==> config.mk <==
export PLATFORM = sky130hd
export DESIGN_NAME = circular_majority_run_splitter_unit
export DESIGN_NICKNAME = d
export VERILOG_FILES = /design/src/hdl/cmrs_pkg.sv /design/src/hdl/cmrs_div.sv /design/src/hdl/cmrs_front.sv /design/src/hdl/cmrs_queue.sv /design/src/hdl/cmrs_back.sv /design/src/hdl/circular_majority_run_splitter_unit.sv
export SDC_FILE = /design/constraint.sdc
export NUM_CORES = 2
export LEC_CHECK = 0
export ABC_AREA = 0
export CAP_MARGIN = 30
export CORE_MARGIN = 2
export CORE_UTILIZATION = 60
export CTS_CLUSTER_SIZE = 10
export DETAILED_ROUTE_END_ITERATION = 16
export DONT_BUFFER_PORTS = 1
export PLACE_DENSITY_LB_ADDON = 0.08
export SYNTH_ARGS = -nofsm -noshare
export SYNTH_HDL_FRONTEND = slang
export SYNTH_HIERARCHICAL = 1
export SYNTH_SLANG_ARGS = --single-unit
==> constraint.sdc <==
create_clock -name clk_i -period 12.1 [get_ports clk_i]
set_input_delay 1.815 -clock clk_i [delete_from_list [all_inputs] [get_ports clk_i]]
set_output_delay 1.815 -clock clk_i [all_outputs]
set_load 0.02 [all_outputs]
==> src/hdl/cmrs_pkg.sv <==
// shared constants and register codes of the circular majority run splitter
package cmrs_pkg;

  // default sizes handed to the top level parameters
  localparam int unsigned MAX_POINTS_DEF  = 256;
  localparam int unsigned MAX_RUNS_DEF    = 64;
  localparam int unsigned SAMPLE_BITS_DEF = 16;

  // two contour stores so loading overlaps processing
  localparam int unsigned NUM_BANKS = 2;

  // fixed field widths
  localparam int unsigned THR_W    = 16;
  localparam int unsigned WIN_W    = 9;
  localparam int unsigned MINRUN_W = 8;
  localparam int unsigned START_W  = 8;
  localparam int unsigned LEN_W    = 9;

  // configuration port
  localparam int unsigned ADDR_W = 4;
  localparam int unsigned DATA_W = 32;

  localparam logic [THR_W-1:0]    THRESHOLD_RST = 16'd0;
  localparam logic [WIN_W-1:0]    WINDOW_RST    = 9'd5;
  localparam logic [MINRUN_W-1:0] MIN_RUN_RST   = 8'd5;

  typedef enum logic [1:0] {
    REG_THRESHOLD = 2'd0,
    REG_WINDOW    = 2'd1,
    REG_MIN_RUN   = 2'd2
  } reg_idx_e;

endpackage

==> src/hdl/cmrs_div.sv <==
// iterative restoring divider, one quotient bit per cycle
module cmrs_div #(
  parameter int unsigned DVD_W = 9,
  parameter int unsigned DVS_W = 9
) (
  input  logic             clk_i,
  input  logic             rst_ni,
  input  logic             start_i,
  input  logic [DVD_W-1:0] dividend_i,
  input  logic [DVS_W-1:0] divisor_i,
  output logic             done_o,
  output logic [DVD_W-1:0] quot_o,
  output logic [DVS_W-1:0] rem_o
);

  localparam int unsigned CW = (DVD_W > 1) ? $clog2(DVD_W) : 1;

  logic             busy_q;
  logic             done_q;
  logic [CW-1:0]    cnt_q;
  logic [DVD_W-1:0] dvd_q;
  logic [DVS_W-1:0] rem_q;
  logic [DVS_W-1:0] dvs_q;

  logic [DVS_W:0]   trial;
  logic [DVS_W:0]   diff;
  logic             ge;
  logic [DVS_W-1:0] rem_d;

  always_comb begin
    trial = {rem_q, dvd_q[DVD_W-1]};
    diff  = trial - {1'b0, dvs_q};
    ge    = (trial >= {1'b0, dvs_q});
    rem_d = ge ? diff[DVS_W-1:0] : trial[DVS_W-1:0];
  end

  always_ff @(posedge clk_i or negedge rst_ni) begin
    if (!rst_ni) begin
      busy_q <= 1'b0;
      done_q <= 1'b0;
      cnt_q  <= '0;
    end else begin
      done_q <= 1'b0;
      if (start_i && !busy_q) begin
        busy_q <= 1'b1;
        cnt_q  <= CW'(DVD_W - 1);
      end else if (busy_q) begin
        if (cnt_q == '0) begin
          busy_q <= 1'b0;
          done_q <= 1'b1;
        end else begin
          cnt_q <= cnt_q - 1'b1;
        end
      end
    end
  end

  always_ff @(posedge clk_i) begin
    if (start_i && !busy_q) begin
      dvd_q <= dividend_i;
      rem_q <= '0;
      dvs_q <= divisor_i;
    end else if (busy_q) begin
      dvd_q <= {dvd_q[DVD_W-2:0], ge};
      rem_q <= rem_d;
    end
  end

  assign done_o = done_q;
  assign quot_o = dvd_q;
  assign rem_o  = rem_q;

endmodule

==> src/hdl/cmrs_front.sv <==
// front end: takes samples, thresholds them and hands finished contours on
module cmrs_front #(
  parameter int unsigned MAX_POINTS  = cmrs_pkg::MAX_POINTS_DEF,
  parameter int unsigned SAMPLE_BITS = cmrs_pkg::SAMPLE_BITS_DEF
) (
  input  logic                          clk_i,
  input  logic                          rst_ni,
  input  logic                          start_i,
  input  logic [SAMPLE_BITS-1:0]        sample_value_i,
  input  logic                          last_sample_i,
  input  logic [cmrs_pkg::THR_W-1:0]    threshold_i,
  input  logic                          done_i,
  output logic                          busy_o,
  output logic                          wr_we_o,
  output logic                          wr_bank_o,
  output logic [$clog2(MAX_POINTS)-1:0] wr_addr_o,
  output logic                          wr_above_o,
  output logic                          push_o,
  output logic [$clog2(MAX_POINTS+1)-1:0] push_n_o,
  output logic [$clog2(MAX_POINTS+1)-1:0] push_total_o,
  output logic                          push_ovf_o,
  output logic                          push_bank_o
);

  localparam int unsigned PTR_W = $clog2(MAX_POINTS);
  localparam int unsigned CNT_W = $clog2(MAX_POINTS + 1);
  localparam int unsigned CMP_W = (SAMPLE_BITS > cmrs_pkg::THR_W) ? SAMPLE_BITS
                                                                  : cmrs_pkg::THR_W;
  localparam int unsigned USE_W = $clog2(cmrs_pkg::NUM_BANKS + 1);

  logic [CNT_W-1:0] cnt_q, cnt_d;
  logic [CNT_W-1:0] total_q, total_d;
  logic             ovf_q, ovf_d;
  logic             bank_q, bank_d;
  logic [USE_W-1:0] use_q, use_d;

  logic             accept;
  logic             above;
  logic             store;
  logic [CNT_W-1:0] cnt_nx;
  logic [CNT_W-1:0] total_nx;
  logic             ovf_nx;

  always_comb begin
    busy_o   = (use_q == USE_W'(cmrs_pkg::NUM_BANKS));
    accept   = start_i && !busy_o;
    above    = (CMP_W'(sample_value_i) > CMP_W'(threshold_i));
    store    = (cnt_q != CNT_W'(MAX_POINTS));
    cnt_nx   = store ? cnt_q + 1'b1 : cnt_q;
    total_nx = total_q + CNT_W'(store && above);
    ovf_nx   = ovf_q | !store;

    wr_we_o    = accept && store;
    wr_bank_o  = bank_q;
    wr_addr_o  = cnt_q[PTR_W-1:0];
    wr_above_o = above;

    push_o       = accept && last_sample_i;
    push_n_o     = cnt_nx;
    push_total_o = total_nx;
    push_ovf_o   = ovf_nx;
    push_bank_o  = bank_q;

    cnt_d   = cnt_q;
    total_d = total_q;
    ovf_d   = ovf_q;
    bank_d  = bank_q;
    if (accept) begin
      if (last_sample_i) begin
        cnt_d   = '0;
        total_d = '0;
        ovf_d   = 1'b0;
        bank_d  = ~bank_q;
      end else begin
        cnt_d   = cnt_nx;
        total_d = total_nx;
        ovf_d   = ovf_nx;
      end
    end

    use_d = use_q + USE_W'(push_o) - USE_W'(done_i);
  end

  always_ff @(posedge clk_i or negedge rst_ni) begin
    if (!rst_ni) begin
      cnt_q   <= '0;
      total_q <= '0;
      ovf_q   <= 1'b0;
      bank_q  <= 1'b0;
      use_q   <= '0;
    end else begin
      cnt_q   <= cnt_d;
      total_q <= total_d;
      ovf_q   <= ovf_d;
      bank_q  <= bank_d;
      use_q   <= use_d;
    end
  end

endmodule

==> src/hdl/cmrs_queue.sv <==
// small descriptor queue between front and back
module cmrs_queue #(
  parameter int unsigned WIDTH = 8,
  parameter int unsigned DEPTH = cmrs_pkg::NUM_BANKS
) (
  input  logic             clk_i,
  input  logic             rst_ni,
  input  logic             push_i,
  input  logic [WIDTH-1:0] data_i,
  input  logic             pop_i,
  output logic             vld_o,
  output logic [WIDTH-1:0] data_o
);

  localparam int unsigned PW = (DEPTH > 1) ? $clog2(DEPTH) : 1;
  localparam int unsigned CW = $clog2(DEPTH + 1);

  logic [WIDTH-1:0] mem_q [DEPTH];
  logic [PW-1:0]    wr_q, wr_d;
  logic [PW-1:0]    rd_q, rd_d;
  logic [CW-1:0]    cnt_q, cnt_d;

  always_comb begin
    wr_d  = wr_q;
    rd_d  = rd_q;
    if (push_i) begin
      wr_d = (wr_q == PW'(DEPTH - 1)) ? '0 : wr_q + 1'b1;
    end
    if (pop_i) begin
      rd_d = (rd_q == PW'(DEPTH - 1)) ? '0 : rd_q + 1'b1;
    end
    cnt_d  = cnt_q + CW'(push_i) - CW'(pop_i);
    vld_o  = (cnt_q != '0);
    data_o = mem_q[rd_q];
  end

  always_ff @(posedge clk_i or negedge rst_ni) begin
    if (!rst_ni) begin
      wr_q  <= '0;
      rd_q  <= '0;
      cnt_q <= '0;
    end else begin
      wr_q  <= wr_d;
      rd_q  <= rd_d;
      cnt_q <= cnt_d;
    end
  end

  always_ff @(posedge clk_i) begin
    if (push_i) begin
      mem_q[wr_q] <= data_i;
    end
  end

endmodule

==> src/hdl/cmrs_back.sv <==
// back end: majority labeling over the stored bits, then the circular run scan
module cmrs_back #(
  parameter int unsigned MAX_POINTS = cmrs_pkg::MAX_POINTS_DEF,
  parameter int unsigned MAX_RUNS   = cmrs_pkg::MAX_RUNS_DEF
) (
  input  logic                             clk_i,
  input  logic                             rst_ni,
  input  logic [cmrs_pkg::WIN_W-1:0]       window_i,
  input  logic [cmrs_pkg::MINRUN_W-1:0]    min_run_i,
  input  logic                             wr_we_i,
  input  logic                             wr_bank_i,
  input  logic [$clog2(MAX_POINTS)-1:0]    wr_addr_i,
  input  logic                             wr_above_i,
  input  logic                             desc_vld_i,
  input  logic [$clog2(MAX_POINTS+1)-1:0]  desc_n_i,
  input  logic [$clog2(MAX_POINTS+1)-1:0]  desc_total_i,
  input  logic                             desc_ovf_i,
  input  logic                             desc_bank_i,
  output logic                             pop_o,
  output logic                             done_o,
  output logic                             run_strobe_o,
  output logic [cmrs_pkg::START_W-1:0]     run_start_o,
  output logic [cmrs_pkg::LEN_W-1:0]       run_length_o,
  output logic                             run_valid_o,
  output logic                             overflow_o,
  output logic                             last_run_o
);

  localparam int unsigned PTR_W  = $clog2(MAX_POINTS);
  localparam int unsigned CNT_W  = $clog2(MAX_POINTS + 1);
  localparam int unsigned KEEP_W = $clog2(MAX_RUNS + 1);
  localparam int unsigned QT_W   = cmrs_pkg::WIN_W + CNT_W;
  localparam int unsigned CT_W   = QT_W + 1;
  localparam int unsigned CMP_W  = (CNT_W > cmrs_pkg::MINRUN_W) ? CNT_W
                                                                : cmrs_pkg::MINRUN_W;

  typedef enum logic [9:0] {
    ST_IDLE    = 10'b0000000001,
    ST_DIV_Q   = 10'b0000000010,
    ST_DIV_OFF = 10'b0000000100,
    ST_INIT    = 10'b0000001000,
    ST_LAB_RD  = 10'b0000010000,
    ST_LAB_UPD = 10'b0000100000,
    ST_SCAN    = 10'b0001000000,
    ST_TAIL    = 10'b0010000000,
    ST_DONE    = 10'b0100000000,
    ST_SPARE   = 10'b1000000000
  } state_e;

  function automatic logic [PTR_W-1:0] ptr_inc(input logic [PTR_W-1:0] p,
                                               input logic [PTR_W-1:0] last);
    ptr_inc = (p == last) ? '0 : p + 1'b1;
  endfunction

  // stores
  logic above_mem [cmrs_pkg::NUM_BANKS][MAX_POINTS];
  logic lab_mem [MAX_POINTS];
  logic rd_a_q, rd_b_q, lab_rd_q;

  state_e state_q, state_d;
  logic   pend_q, pend_d;
  logic   done_q, done_d;

  logic [CNT_W-1:0]          n_q, n_d;
  logic [CNT_W-1:0]          total_q, total_d;
  logic                      sovf_q, sovf_d;
  logic                      bank_q, bank_d;
  logic [cmrs_pkg::WIN_W-1:0] q_q, q_d;
  logic [CNT_W-1:0]          r_q, r_d;
  logic [QT_W-1:0]           qt_q, qt_d;
  logic [PTR_W-1:0]          lo_q, lo_d;
  logic [PTR_W-1:0]          hi_q, hi_d;
  logic [CNT_W-1:0]          cnt_q, cnt_d;
  logic [CNT_W-1:0]          s_q, s_d;
  logic [PTR_W-1:0]          i_q, i_d;
  logic [PTR_W-1:0]          first_q, first_d;
  logic                      found_q, found_d;
  logic [PTR_W-1:0]          p_q, p_d;
  logic [PTR_W-1:0]          pidx_q, pidx_d;
  logic                      in_run_q, in_run_d;
  logic [PTR_W-1:0]          rs_q, rs_d;
  logic [CNT_W-1:0]          len_q, len_d;
  logic [KEEP_W-1:0]         kept_q, kept_d;
  logic                      dropped_q, dropped_d;
  logic                      held_vld_q, held_vld_d;
  logic [PTR_W-1:0]          held_start_q, held_start_d;
  logic [CNT_W-1:0]          held_len_q, held_len_d;

  logic                          out_stb_q, out_stb_d;
  logic [cmrs_pkg::START_W-1:0]  out_start_q, out_start_d;
  logic [cmrs_pkg::LEN_W-1:0]    out_len_q, out_len_d;
  logic                          out_valid_q, out_valid_d;
  logic                          out_ovf_q, out_ovf_d;
  logic                          out_last_q, out_last_d;

  // divider hookup
  logic                       div_start;
  logic [cmrs_pkg::WIN_W-1:0] div_dvd;
  logic [CNT_W-1:0]           div_dvs;
  logic                       div_done;
  logic [cmrs_pkg::WIN_W-1:0] div_quot;
  logic [CNT_W-1:0]           div_rem;

  logic [PTR_W-1:0] nm1;
  logic [PTR_W-1:0] lo0;
  logic [PTR_W-1:0] scan_start;
  logic [CT_W-1:0]  count;
  logic             lab_bit;
  logic             lab_we;
  logic             close_en;
  logic             keep_run;

  cmrs_div #(
    .DVD_W (cmrs_pkg::WIN_W),
    .DVS_W (CNT_W)
  ) u_div (
    .clk_i      (clk_i),
    .rst_ni     (rst_ni),
    .start_i    (div_start),
    .dividend_i (div_dvd),
    .divisor_i  (div_dvs),
    .done_o     (div_done),
    .quot_o     (div_quot),
    .rem_o      (div_rem)
  );

  always_comb begin
    nm1        = PTR_W'(n_q - 1'b1);
    lo0        = (div_rem == '0) ? '0 : PTR_W'(n_q - div_rem);
    scan_start = found_q ? first_q : nm1;
    count      = CT_W'(qt_q) + CT_W'(s_q);
    lab_bit    = ({count, 1'b0} > (CT_W + 1)'(window_i));
    close_en   = ((state_q == ST_SCAN) && pend_q && !lab_rd_q && in_run_q) ||
                 ((state_q == ST_TAIL) && in_run_q);
    keep_run   = close_en && (CMP_W'(len_q) > CMP_W'(min_run_i));
  end

  always_comb begin
    state_d      = state_q;
    pend_d       = 1'b0;
    done_d       = 1'b0;
    n_d          = n_q;
    total_d      = total_q;
    sovf_d       = sovf_q;
    bank_d       = bank_q;
    q_d          = q_q;
    r_d          = r_q;
    qt_d         = qt_q;
    lo_d         = lo_q;
    hi_d         = hi_q;
    cnt_d        = cnt_q;
    s_d          = s_q;
    i_d          = i_q;
    first_d      = first_q;
    found_d      = found_q;
    p_d          = p_q;
    pidx_d       = p_q;
    in_run_d     = in_run_q;
    rs_d         = rs_q;
    len_d        = len_q;
    kept_d       = kept_q;
    dropped_d    = dropped_q;
    held_vld_d   = held_vld_q;
    held_start_d = held_start_q;
    held_len_d   = held_len_q;
    out_stb_d    = 1'b0;
    out_start_d  = out_start_q;
    out_len_d    = out_len_q;
    out_valid_d  = out_valid_q;
    out_ovf_d    = out_ovf_q;
    out_last_d   = out_last_q;
    pop_o        = 1'b0;
    lab_we       = 1'b0;
    div_start    = 1'b0;
    div_dvd      = window_i;
    div_dvs      = (state_q == ST_IDLE) ? desc_n_i : n_q;

    case (state_q)
      ST_IDLE: begin
        if (desc_vld_i) begin
          pop_o     = 1'b1;
          n_d       = desc_n_i;
          total_d   = desc_total_i;
          sovf_d    = desc_ovf_i;
          bank_d    = desc_bank_i;
          div_start = 1'b1;
          state_d   = ST_DIV_Q;
        end
      end
      ST_DIV_Q: begin
        // window = q*n + r
        if (div_done) begin
          q_d       = div_quot;
          r_d       = div_rem;
          div_start = 1'b1;
          div_dvd   = window_i >> 1;
          state_d   = ST_DIV_OFF;
        end
      end
      ST_DIV_OFF: begin
        // remainder is the window offset, window/2 mod n
        if (div_done) begin
          lo_d    = lo0;
          hi_d    = lo0;
          qt_d    = q_q * total_q;
          cnt_d   = '0;
          s_d     = '0;
          state_d = ST_INIT;
        end
      end
      ST_INIT: begin
        // sum of the first r bits of the partial window
        if (pend_q) begin
          s_d = s_q + CNT_W'(rd_b_q);
        end
        if (cnt_q != r_q) begin
          hi_d   = ptr_inc(hi_q, nm1);
          cnt_d  = cnt_q + 1'b1;
          pend_d = 1'b1;
        end else if (!pend_q) begin
          i_d     = '0;
          found_d = 1'b0;
          state_d = ST_LAB_RD;
        end
      end
      ST_LAB_RD: begin
        lab_we = 1'b1;
        if (!found_q && !lab_bit && (i_q != nm1)) begin
          first_d = i_q;
          found_d = 1'b1;
        end
        state_d = ST_LAB_UPD;
      end
      ST_LAB_UPD: begin
        // slide the partial window by one
        s_d  = s_q + CNT_W'(rd_b_q) - CNT_W'(rd_a_q);
        lo_d = ptr_inc(lo_q, nm1);
        hi_d = ptr_inc(hi_q, nm1);
        if (i_q == nm1) begin
          p_d        = ptr_inc(scan_start, nm1);
          cnt_d      = '0;
          in_run_d   = 1'b0;
          kept_d     = '0;
          dropped_d  = 1'b0;
          held_vld_d = 1'b0;
          state_d    = ST_SCAN;
        end else begin
          i_d     = i_q + 1'b1;
          state_d = ST_LAB_RD;
        end
      end
      ST_SCAN: begin
        if (pend_q) begin
          if (lab_rd_q) begin
            if (in_run_q) begin
              len_d = len_q + 1'b1;
            end else begin
              in_run_d = 1'b1;
              rs_d     = pidx_q;
              len_d    = CNT_W'(1);
            end
          end else begin
            in_run_d = 1'b0;
          end
        end
        if (cnt_q != n_q - 1'b1) begin
          p_d    = ptr_inc(p_q, nm1);
          cnt_d  = cnt_q + 1'b1;
          pend_d = 1'b1;
        end else if (!pend_q) begin
          state_d = ST_TAIL;
        end
      end
      ST_TAIL: begin
        in_run_d = 1'b0;
        state_d  = ST_DONE;
      end
      ST_DONE: begin
        out_stb_d  = 1'b1;
        out_ovf_d  = dropped_q | sovf_q;
        out_last_d = 1'b1;
        if (held_vld_q) begin
          out_start_d = cmrs_pkg::START_W'(held_start_q);
          out_len_d   = cmrs_pkg::LEN_W'(held_len_q);
          out_valid_d = 1'b1;
        end else begin
          out_start_d = '0;
          out_len_d   = '0;
          out_valid_d = 1'b0;
        end
        done_d  = 1'b1;
        state_d = ST_IDLE;
      end
      default: begin
        state_d = ST_IDLE;
      end
    endcase

    // closed run: hold the newest kept run, send the one before it
    if (keep_run) begin
      if (kept_q != KEEP_W'(MAX_RUNS)) begin
        if (held_vld_q) begin
          out_stb_d   = 1'b1;
          out_start_d = cmrs_pkg::START_W'(held_start_q);
          out_len_d   = cmrs_pkg::LEN_W'(held_len_q);
          out_valid_d = 1'b1;
          out_ovf_d   = 1'b0;
          out_last_d  = 1'b0;
        end
        held_start_d = rs_q;
        held_len_d   = len_q;
        held_vld_d   = 1'b1;
        kept_d       = kept_q + 1'b1;
      end else begin
        dropped_d = 1'b1;
      end
    end
  end

  always_ff @(posedge clk_i or negedge rst_ni) begin
    if (!rst_ni) begin
      state_q   <= ST_IDLE;
      pend_q    <= 1'b0;
      done_q    <= 1'b0;
      out_stb_q <= 1'b0;
    end else begin
      state_q   <= state_d;
      pend_q    <= pend_d;
      done_q    <= done_d;
      out_stb_q <= out_stb_d;
    end
  end

  always_ff @(posedge clk_i) begin
    n_q          <= n_d;
    total_q      <= total_d;
    sovf_q       <= sovf_d;
    bank_q       <= bank_d;
    q_q          <= q_d;
    r_q          <= r_d;
    qt_q         <= qt_d;
    lo_q         <= lo_d;
    hi_q         <= hi_d;
    cnt_q        <= cnt_d;
    s_q          <= s_d;
    i_q          <= i_d;
    first_q      <= first_d;
    found_q      <= found_d;
    p_q          <= p_d;
    pidx_q       <= pidx_d;
    in_run_q     <= in_run_d;
    rs_q         <= rs_d;
    len_q        <= len_d;
    kept_q       <= kept_d;
    dropped_q    <= dropped_d;
    held_vld_q   <= held_vld_d;
    held_start_q <= held_start_d;
    held_len_q   <= held_len_d;
    out_start_q  <= out_start_d;
    out_len_q    <= out_len_d;
    out_valid_q  <= out_valid_d;
    out_ovf_q    <= out_ovf_d;
    out_last_q   <= out_last_d;
  end

  // above-threshold bits, one bank per contour, two read ports
  always_ff @(posedge clk_i) begin
    if (wr_we_i) begin
      above_mem[wr_bank_i][wr_addr_i] <= wr_above_i;
    end
    rd_a_q <= above_mem[bank_q][lo_q];
    rd_b_q <= above_mem[bank_q][hi_q];
  end

  // majority labels
  always_ff @(posedge clk_i) begin
    if (lab_we) begin
      lab_mem[i_q] <= lab_bit;
    end
    lab_rd_q <= lab_mem[p_q];
  end

  assign done_o       = done_q;
  assign run_strobe_o = out_stb_q;
  assign run_start_o  = out_start_q;
  assign run_length_o = out_len_q;
  assign run_valid_o  = out_valid_q;
  assign overflow_o   = out_ovf_q;
  assign last_run_o   = out_last_q;

endmodule

==> src/hdl/circular_majority_run_splitter_unit.sv <==
// top level of the circular majority run splitter
//
// a contour is loaded one sample per beat through start/busy; the sample is
// compared against the threshold and only the resulting bit is kept. the beat
// with last_sample set closes the contour, and the block then labels every
// point by a circular majority vote over the window, walks the labels once
// around starting just past the first false label, and sends one beat per
// kept run on the result ports, marked by run_strobe_o for exactly one cycle.
// the receiver cannot stall: every strobed beat must be taken when it shows.
// the final beat of a contour has last_run_o set and carries overflow_o; when
// no run is kept that final beat is an empty marker with run_valid_o low.
// samples beyond MAX_POINTS are dropped and flagged through overflow_o, as are
// runs beyond MAX_RUNS.
//
// loading takes a new sample whenever start is high and busy is low. there
// are two contour stores, so a contour loads while the previous one is
// processed; busy rises only when both stores hold unfinished contours.
// processing a contour runs through these steps in order: the contour is
// taken from the queue; two divider passes run (window by n, window/2 by n;
// nine quotient steps and a done cycle); the partial window sum is primed
// with r bits, r being window mod n; the labeling pass visits a read state
// and an update state per point (both read ports of the bit store are used
// in the update state); the run scan walks the label store; and the tail
// and done states close the last run and send the final beat.
// no clearing pass after reset is needed.
//
// configuration (apb, registers at byte offsets 0x0, 0x4, 0x8):
//   threshold  16 bits, reset 0
//   window      9 bits, reset 5
//   min_run     8 bits, reset 5
// write configuration only while the block is idle.
module circular_majority_run_splitter_unit #(
  parameter int unsigned MAX_POINTS  = cmrs_pkg::MAX_POINTS_DEF,
  parameter int unsigned MAX_RUNS    = cmrs_pkg::MAX_RUNS_DEF,
  parameter int unsigned SAMPLE_BITS = cmrs_pkg::SAMPLE_BITS_DEF
) (
  input  logic                          clk_i,
  input  logic                          rst_ni,
  // sample channel
  input  logic                          start,
  output logic                          busy,
  input  logic [SAMPLE_BITS-1:0]        sample_value_i,
  input  logic                          last_sample_i,
  // result channel
  output logic                          run_strobe_o,
  output logic [cmrs_pkg::START_W-1:0]  run_start_o,
  output logic [cmrs_pkg::LEN_W-1:0]    run_length_o,
  output logic                          run_valid_o,
  output logic                          overflow_o,
  output logic                          last_run_o,
  // configuration port
  input  logic                          psel,
  input  logic                          penable,
  input  logic                          pwrite,
  input  logic [cmrs_pkg::ADDR_W-1:0]   paddr,
  input  logic [cmrs_pkg::DATA_W-1:0]   pwdata,
  output logic [cmrs_pkg::DATA_W-1:0]   prdata,
  output logic                          pready
);

  localparam int unsigned PTR_W = $clog2(MAX_POINTS);
  localparam int unsigned CNT_W = $clog2(MAX_POINTS + 1);

  // contour descriptor handed from front to back
  typedef struct packed {
    logic [CNT_W-1:0] n;
    logic [CNT_W-1:0] total;
    logic             ovf;
    logic             bank;
  } desc_t;

  // configuration registers
  logic [cmrs_pkg::THR_W-1:0]    threshold_q, threshold_d;
  logic [cmrs_pkg::WIN_W-1:0]    window_q, window_d;
  logic [cmrs_pkg::MINRUN_W-1:0] min_run_q, min_run_d;
  logic                          cfg_wr;

  // front to back
  logic             wr_we;
  logic             wr_bank;
  logic [PTR_W-1:0] wr_addr;
  logic             wr_above;
  logic             push;
  desc_t            push_desc;
  logic             pop;
  logic             desc_vld;
  desc_t            desc;
  logic             done;

  // write decode, one register per word
  always_comb begin
    cfg_wr      = psel && penable && pwrite;
    threshold_d = threshold_q;
    window_d    = window_q;
    min_run_d   = min_run_q;
    if (cfg_wr) begin
      case (paddr[3:2])
        cmrs_pkg::REG_THRESHOLD: threshold_d = pwdata[cmrs_pkg::THR_W-1:0];
        cmrs_pkg::REG_WINDOW:    window_d    = pwdata[cmrs_pkg::WIN_W-1:0];
        cmrs_pkg::REG_MIN_RUN:   min_run_d   = pwdata[cmrs_pkg::MINRUN_W-1:0];
        default: begin
        end
      endcase
    end
  end

  // read mux, unused offsets read zero
  always_comb begin
    case (paddr[3:2])
      cmrs_pkg::REG_THRESHOLD: prdata = cmrs_pkg::DATA_W'(threshold_q);
      cmrs_pkg::REG_WINDOW:    prdata = cmrs_pkg::DATA_W'(window_q);
      cmrs_pkg::REG_MIN_RUN:   prdata = cmrs_pkg::DATA_W'(min_run_q);
      default:                 prdata = '0;
    endcase
  end

  assign pready = 1'b1;

  always_ff @(posedge clk_i or negedge rst_ni) begin
    if (!rst_ni) begin
      threshold_q <= cmrs_pkg::THRESHOLD_RST;
      window_q    <= cmrs_pkg::WINDOW_RST;
      min_run_q   <= cmrs_pkg::MIN_RUN_RST;
    end else begin
      threshold_q <= threshold_d;
      window_q    <= window_d;
      min_run_q   <= min_run_d;
    end
  end

  // sample intake and thresholding
  cmrs_front #(
    .MAX_POINTS  (MAX_POINTS),
    .SAMPLE_BITS (SAMPLE_BITS)
  ) u_front (
    .clk_i          (clk_i),
    .rst_ni         (rst_ni),
    .start_i        (start),
    .sample_value_i (sample_value_i),
    .last_sample_i  (last_sample_i),
    .threshold_i    (threshold_q),
    .done_i         (done),
    .busy_o         (busy),
    .wr_we_o        (wr_we),
    .wr_bank_o      (wr_bank),
    .wr_addr_o      (wr_addr),
    .wr_above_o     (wr_above),
    .push_o         (push),
    .push_n_o       (push_desc.n),
    .push_total_o   (push_desc.total),
    .push_ovf_o     (push_desc.ovf),
    .push_bank_o    (push_desc.bank)
  );

  // finished contours wait here until the back end is free
  cmrs_queue #(
    .WIDTH ($bits(desc_t)),
    .DEPTH (cmrs_pkg::NUM_BANKS)
  ) u_queue (
    .clk_i  (clk_i),
    .rst_ni (rst_ni),
    .push_i (push),
    .data_i (push_desc),
    .pop_i  (pop),
    .vld_o  (desc_vld),
    .data_o (desc)
  );

  // labeling, run scan and result beats
  cmrs_back #(
    .MAX_POINTS (MAX_POINTS),
    .MAX_RUNS   (MAX_RUNS)
  ) u_back (
    .clk_i        (clk_i),
    .rst_ni       (rst_ni),
    .window_i     (window_q),
    .min_run_i    (min_run_q),
    .wr_we_i      (wr_we),
    .wr_bank_i    (wr_bank),
    .wr_addr_i    (wr_addr),
    .wr_above_i   (wr_above),
    .desc_vld_i   (desc_vld),
    .desc_n_i     (desc.n),
    .desc_total_i (desc.total),
    .desc_ovf_i   (desc.ovf),
    .desc_bank_i  (desc.bank),
    .pop_o        (pop),
    .done_o       (done),
    .run_strobe_o (run_strobe_o),
    .run_start_o  (run_start_o),
    .run_length_o (run_length_o),
    .run_valid_o  (run_valid_o),
    .overflow_o   (overflow_o),
    .last_run_o   (last_run_o)
  );

endmodule
# After elaboration in Yosys (flattened, before gate mapping)
# Memory sizes are Yosys's and may differ from the RTL's. A register that Yosys moved wholly into a read port is not among the register bits.
# Index checks and enable logic that the tools add are counted.
# classes
multipliers	1
reduce_logical	55
bitwise	7
addsub	23
eq_ne	37
n_mux	125
order_cmp	8
# ops
cell	n
two-way mux 256 bit	1
two-way mux 9 bit	19
two-way mux 8 bit	18
one-hot mux 10 bit (8 select lines)	1
two-way mux 10 bit	7
two-way mux 1 bit	57
one-hot mux 16 bit (3 select lines)	1
one-hot mux 8 bit (2 select lines)	3
adder 8 x 1 -> 8 bit, second input constant	5
equality test 8 bit	5
one-hot mux 9 bit (4 select lines)	1
two-way mux 7 bit	5
adder 9 x 1 -> 9 bit, second input constant	3
greater-or-equal comparator 9 bit, second input constant	3
inverter 8 -> 9 bit	3
one-hot mux 9 bit (3 select lines)	1
one-hot mux 8 bit (3 select lines)	1
AND reduction 2 bit	11
> comparator 20 x 9 -> 1 bit	1
adder 18 x 9 -> 19 bit	1
adder 9 x 1 -> 9 bit	2
multiplier 9 x 9 -> 18 bit	1
!= test 2 bit, second input constant	9
!= test 9 bit	2
other kinds (48)	95
# totals
regBits	294
elab_cells	311
n_memories	3
ram_bits	808
input_bits	59
out_inout_bits	55
# mem_list
name	depth	word_bits	read_ports	rd_clocked_by_memory_dff	wr	line	rtl
u_back.above_mem	2	256	1	1	1	cmrs_back.sv:56	logic above_mem [cmrs_pkg::NUM_BANKS][MAX_POINTS];
u_back.lab_mem	256	1	1	1	1	cmrs_back.sv:57	logic lab_mem [MAX_POINTS];
u_queue.mem_q	2	20	1	0	1	cmrs_queue.sv:18	logic [WIDTH-1:0] mem_q [DEPTH];

# Longest topological paths before layout
# depth
ltp_word	7
mapped_depth	20
mapped_depth_nobuf	19

# Modules after synthesis
# Netlist, hierarchy kept.
# by_module_without_submodules
module	instances	cells_each	seq_area_each_um2	area_per_inst_um2
cmrs_back	1	3899	28688.8	50633.6
cmrs_div	1	173	870.8	1739.2
cmrs_front	1	197	550.5	1716.6
cmrs_queue	1	76	1301.2	1712.9
circular_majority_run_splitter_unit	1	129	830.8	1636.6

# Least setup slack after synthesis
# OpenSTA, ideal clock, no wires.
# synth_path
kind	input to register
startpoint	input sample_value_i[14]
endpoint	register u_front.total_q[8]
stages	13
setup_time_ns	0.121
t_arrival_ns	11.524
path_buffers	0
setup_slack_ns	0.455
required_ns	11.979
path_cell_list	ha_1 -> nand4_1 -> nor3_1 -> a21boi_0 -> o31a_1 -> and2b_2 -> ha_1 -> ha_1 -> nand3_1 -> nor2_1 -> nand3_1 -> xnor2_1 -> a22o_1
# synth_lines
element	line	rtl
start, declared	circular_majority_run_splitter_unit.sv:42	input logic [SAMPLE_BITS-1:0] sample_value_i,
end signal, assigned	cmrs_front.sv:93	total_q <= total_d;
end, declared	cmrs_front.sv:32	logic [CNT_W-1:0] total_q, total_d;

# Worst setup path after layout
# layout_path
startpoint	register u_back.s_q[0]
endpoint	register u_back.found_q (enable)
# layout_between
elab_chain_len	7
# layout_rtl
element	line	rtl
start, declared	cmrs_back.sv:74	logic [CNT_W-1:0] s_q, s_d;
start signal, assigned	cmrs_back.sv:345	s_q <= s_d;
adder 18 x 9 -> 19 bit	cmrs_back.sv:131	count = CT_W'(qt_q) + CT_W'(s_q);
> comparator 20 x 9 -> 1 bit	cmrs_back.sv:132	lab_bit = ({count, 1'b0} > (CT_W + 1)'(window_i));
net u_back.lab_bit	cmrs_back.sv:108	logic lab_bit;
logical NOT 1 bit	cmrs_back.sv:228	if (!found_q && !lab_bit && (i_q != nm1)) begin
logical AND 1 bit (2 in a row)	cmrs_back.sv:228	
!= test 2 x 1 -> 1 bit (no source line)	--	
AND reduction 4 bit (no source line)	--	
end signal, assigned	cmrs_back.sv:348	found_q <= found_d;
end, declared	cmrs_back.sv:77	logic found_q, found_d;
# The timed path passes the listed nets, and every way through them passes these cells.
# A chain may end at the register's enable or synchronous reset.

==> results.yml <==
layout:
  nFillCells: 7028
  layout-drive-gt1-share: 0.150
  layout.nets: 4614
  syn_to_final_growth_pct: 8.16
  finalNonFillerCells: 5715
synth:
  yosysTopAreaCell: "edfxtp_1"
  ys_ff_latch: 1103
  ys_warn_count: 6
  yosys.cell_types.count: 108
  avgSynthCellArea_um2: 12.8
  synth_ff_type: "edfxtp_1"
  yosysTopAreaCellShare: 0.510
  yosys-top-cells-area: "edfxtp_1, mux4_2, nor2_1"
  synth_cells: 4474
  synth_edf_count: 976
  synthArstFlopShare: 0.0698
  ys_seq_area_frac: 0.561
  synth_area_mm2: 0.0574
setup_path:
  worstPathRequired_ns: 12.53
  critPathMaxFanout: 9
  path_cells: "ha_1, fa_1, a211o_2, a21oi_1, o21bai_1, xor2_1, ha_1, nand2_1, nor2_1, a2111oi_0, a21boi_0, a2111oi_2, nand4_1, nor4_2, o21a_1"
  crit_path_start: "u_back/s_q[0]"
  rr_worst_depth: 15
  cp_slowest_cell: "nor4_2"
  crit_arrival_ns: 5.94
  reg2reg_from: "u_back/s_q[0]"
  cp-start-kind: "flop"
  max_stage_delay_ns: 1.05
  setup.worst_path.class: "flop to flop"
  end_kind: "flop"
  crit_top_cell: "ha_1"
floorplan:
  die_h_um: 313
  start_util: 0.605
  rows: 113
  dieArea_mm2: 0.0982
  ios: 114
  die_w_um: 313
  fp.coreArea_mm2: 0.0949
cts:
  root_buffer: "clkbuf_16"
  cts_tree: "built"
  cts_setup_buffers: 0
  hold_buffers: 0
  h-tree-depth: 4
  postCtsResizedCells: 0
  cts_buffer_depth: 3
  cts_buffers: 131
  clk_latency_ns: 0.73
  path_clk_slew_ns: 0.05
  cts_sinks: 1103
job:
  drv_cap: 0
timing:
  report.final.slew_viol_count: 0
  timing.fmax_mhz: 181
  tightest_slew_ns: 1.11
  finalSetupViolCount: 0
  max-slew-margin-rel: 0.258
  fin_setup_tns_ns: 0
  report.final.hold_viol_count: 0
  timing.final.crit_share: 0.455
  final.min_clock_period_ns: 5.51
  rsz0062_at_grt: "false"
  fin_skew_ns: 0.0284
placement:
  gp_congestion: 0.858
  place_inst: 5510
  dpl.hpwl_um: 87700
  port_buffers: 0
global_route:
  antenna_found_initial: 3
  grt_pass1_wl_um: 215000
  grt_max_degree: 273
  grt.overflow.total: 0
  grt_pass1_vias: 36300
  grt_use_total: 0.290
drt:
  drt_iter0_drc: 4211
  first_pass_iters: 6
  drtAntennaViolNets: 0
  drc: 0
  wl_per_cell_um: 24.6
  viasPerCell: 6.42
  drt-total-wl_um: 141000
  vias: 36700
worst_hold_path:
  worstHoldPathType: "flop to flop"
  hold_depth: 0
  min_from: "u_back/pidx_q[1]"
run_status:
  outcome: "completed"
power_and_ir_drop:
  peakVddDrop_mv: 0.264
  total_leakage_power_nw: 21.9
  p_total_mw: 12.2
  cellPowerDensity_mw_per_mm2: 197
-- power breakdown --
group / switching [mW] / total, mW / internal, mW
Sequential: 0.264 / 4.89 / 4.63
Combinational: 2.09 / 3.81 / 1.72
Clock: 1.47 / 3.52 / 2.05
Total: 3.82 / 12.2 / 8.40
-- final cells by class --
| cell class | instances | area (um^2) | share of cell area |
|---|---|---|---|
| Antenna cell | 2 | 5.00 | 0.0000806 |
| Clock buffer | 184 | 3590 | 0.0578 |
| Clock inverter | 16 | 155 | 0.00250 |
| Inverter | 180 | 676 | 0.0109 |
| Multi-Input combinational cell | 2891 | 23000 | 0.371 |
| Sequential cell | 1103 | 32200 | 0.519 |
| Tap cell | 1265 | 1580 | 0.0255 |
| Timing Repair Buffer | 74 | 847 | 0.0136 |
-- layer usage --
| layer | routed length, um | track usage | vias up |
|---|---|---|---|
| li1 | - | - | 16200 |
| met5 | 19 | 0 | - |
| met4 | 4150 | 0.0962 | 2 |
| met2 | 68400 | 0.472 | 1520 |
| met3 | 11700 | 0.0533 | 284 |
| met1 | 56500 | 0.398 | 18700 |
-- registers in the layout, indices dropped and copies added, names as in the netlist, 16 cells and up, named ones only --
signal,flops
u_queue/mem_q,40
u_back/lab_mem,256
threshold_q,16
u_back/above_mem,512
u_back/qt_q,18
-- worst max-delay path, delay by kind of cell (launching register included) --
kind / cells / cell delay [ns]
compound gates: 7 / 1.69
fa+ha+maj: 3 / 0.99
simple gates: 4 / 1.95
flops: 1 / 0.43
xor+xnor: 1 / 0.16
-- cells in the final DEF, fill, tap and decap left out, drive strengths merged, types with 30 or more instances in the layout --
| master | instances |
|---|---|
| edfxtp | 976 |
| nor2 | 894 |
| nand2 | 292 |
| mux4 | 289 |
| clkbuf | 184 |
| inv | 181 |
| ha | 121 |
| nand3 | 107 |
| mux2 | 105 |
| xnor2 | 97 |
| o21ai | 93 |
| and2 | 87 |
| xor2 | 75 |
| buf | 74 |
| dfrtp | 72 |
| a21oi | 61 |
| mux2i | 60 |
| fa | 53 |
| dfxtp | 50 |
| nor3 | 41 |
| a22oi | 39 |
| o22ai | 37 |
| nor2b | 37 |
| a22o | 32 |
| and3 | 30 |
-- kinds of logic after synthesis --
| logic type | synth area share |
|---|---|
| simple gates | 0.125 |
| flops | 0.561 |
| buf+inv | 0.0394 |
| mux | 0.146 |
| compound gates | 0.0553 |
| fa+ha+maj | 0.0448 |
| xor+xnor | 0.0279 |
| other cells | 0.000131 |
-- Yosys cell counts (all sizes together), types with 24 or more instances --
library cell    n
nand2b         24
a221oi         24
buf           116
a22o           32
nor4           24
o21ai          93
nor2          894
dfxtp          50
fa             53
a21oi          61
xor2           75
a22oi          39
inv           175
nor2b          37
and3           30
mux2i          60
and2           87
nand2         292
dfrtp          72
nand3         107
ha            121
edfxtp        976
clkbuf        199
xnor2          97
mux4          289
o22ai          37
nor3           41
mux2          105
-- per-stage QoR --
stage / area [um^2] / hold WS, ns / util / setup WS (ns)
3_5_place_dp: 58300 / 0.390 / 0.615 / 6.69
6_report: 62100 / 0.401 / 0.655 / 6.59
5_1_grt: 62100 / 0.408 / 0.655 / 6.16
3_3_place_gp: 58000 / 0.388 / 0.611 / 6.59
4_1_cts: 62000 / 0.403 / 0.654 / 6.67
2_1_floorplan: 57500 / 0.346 / - / 0.455
-- path summary, 6_finish.rpt --
check                      slack [ns]            endpoint
setup / recovery                 6.59      u_back/found_q
hold / removal                   0.40      u_back/rs_q[1]
setup reg to reg                 6.59      u_back/found_q
hold reg to reg                  0.40      u_back/rs_q[1]
max in group asynchronous       11.01         window_q[0]
min in group asynchronous        0.79  u_front/total_q[6]
Power figures use the tool's default switching activity.
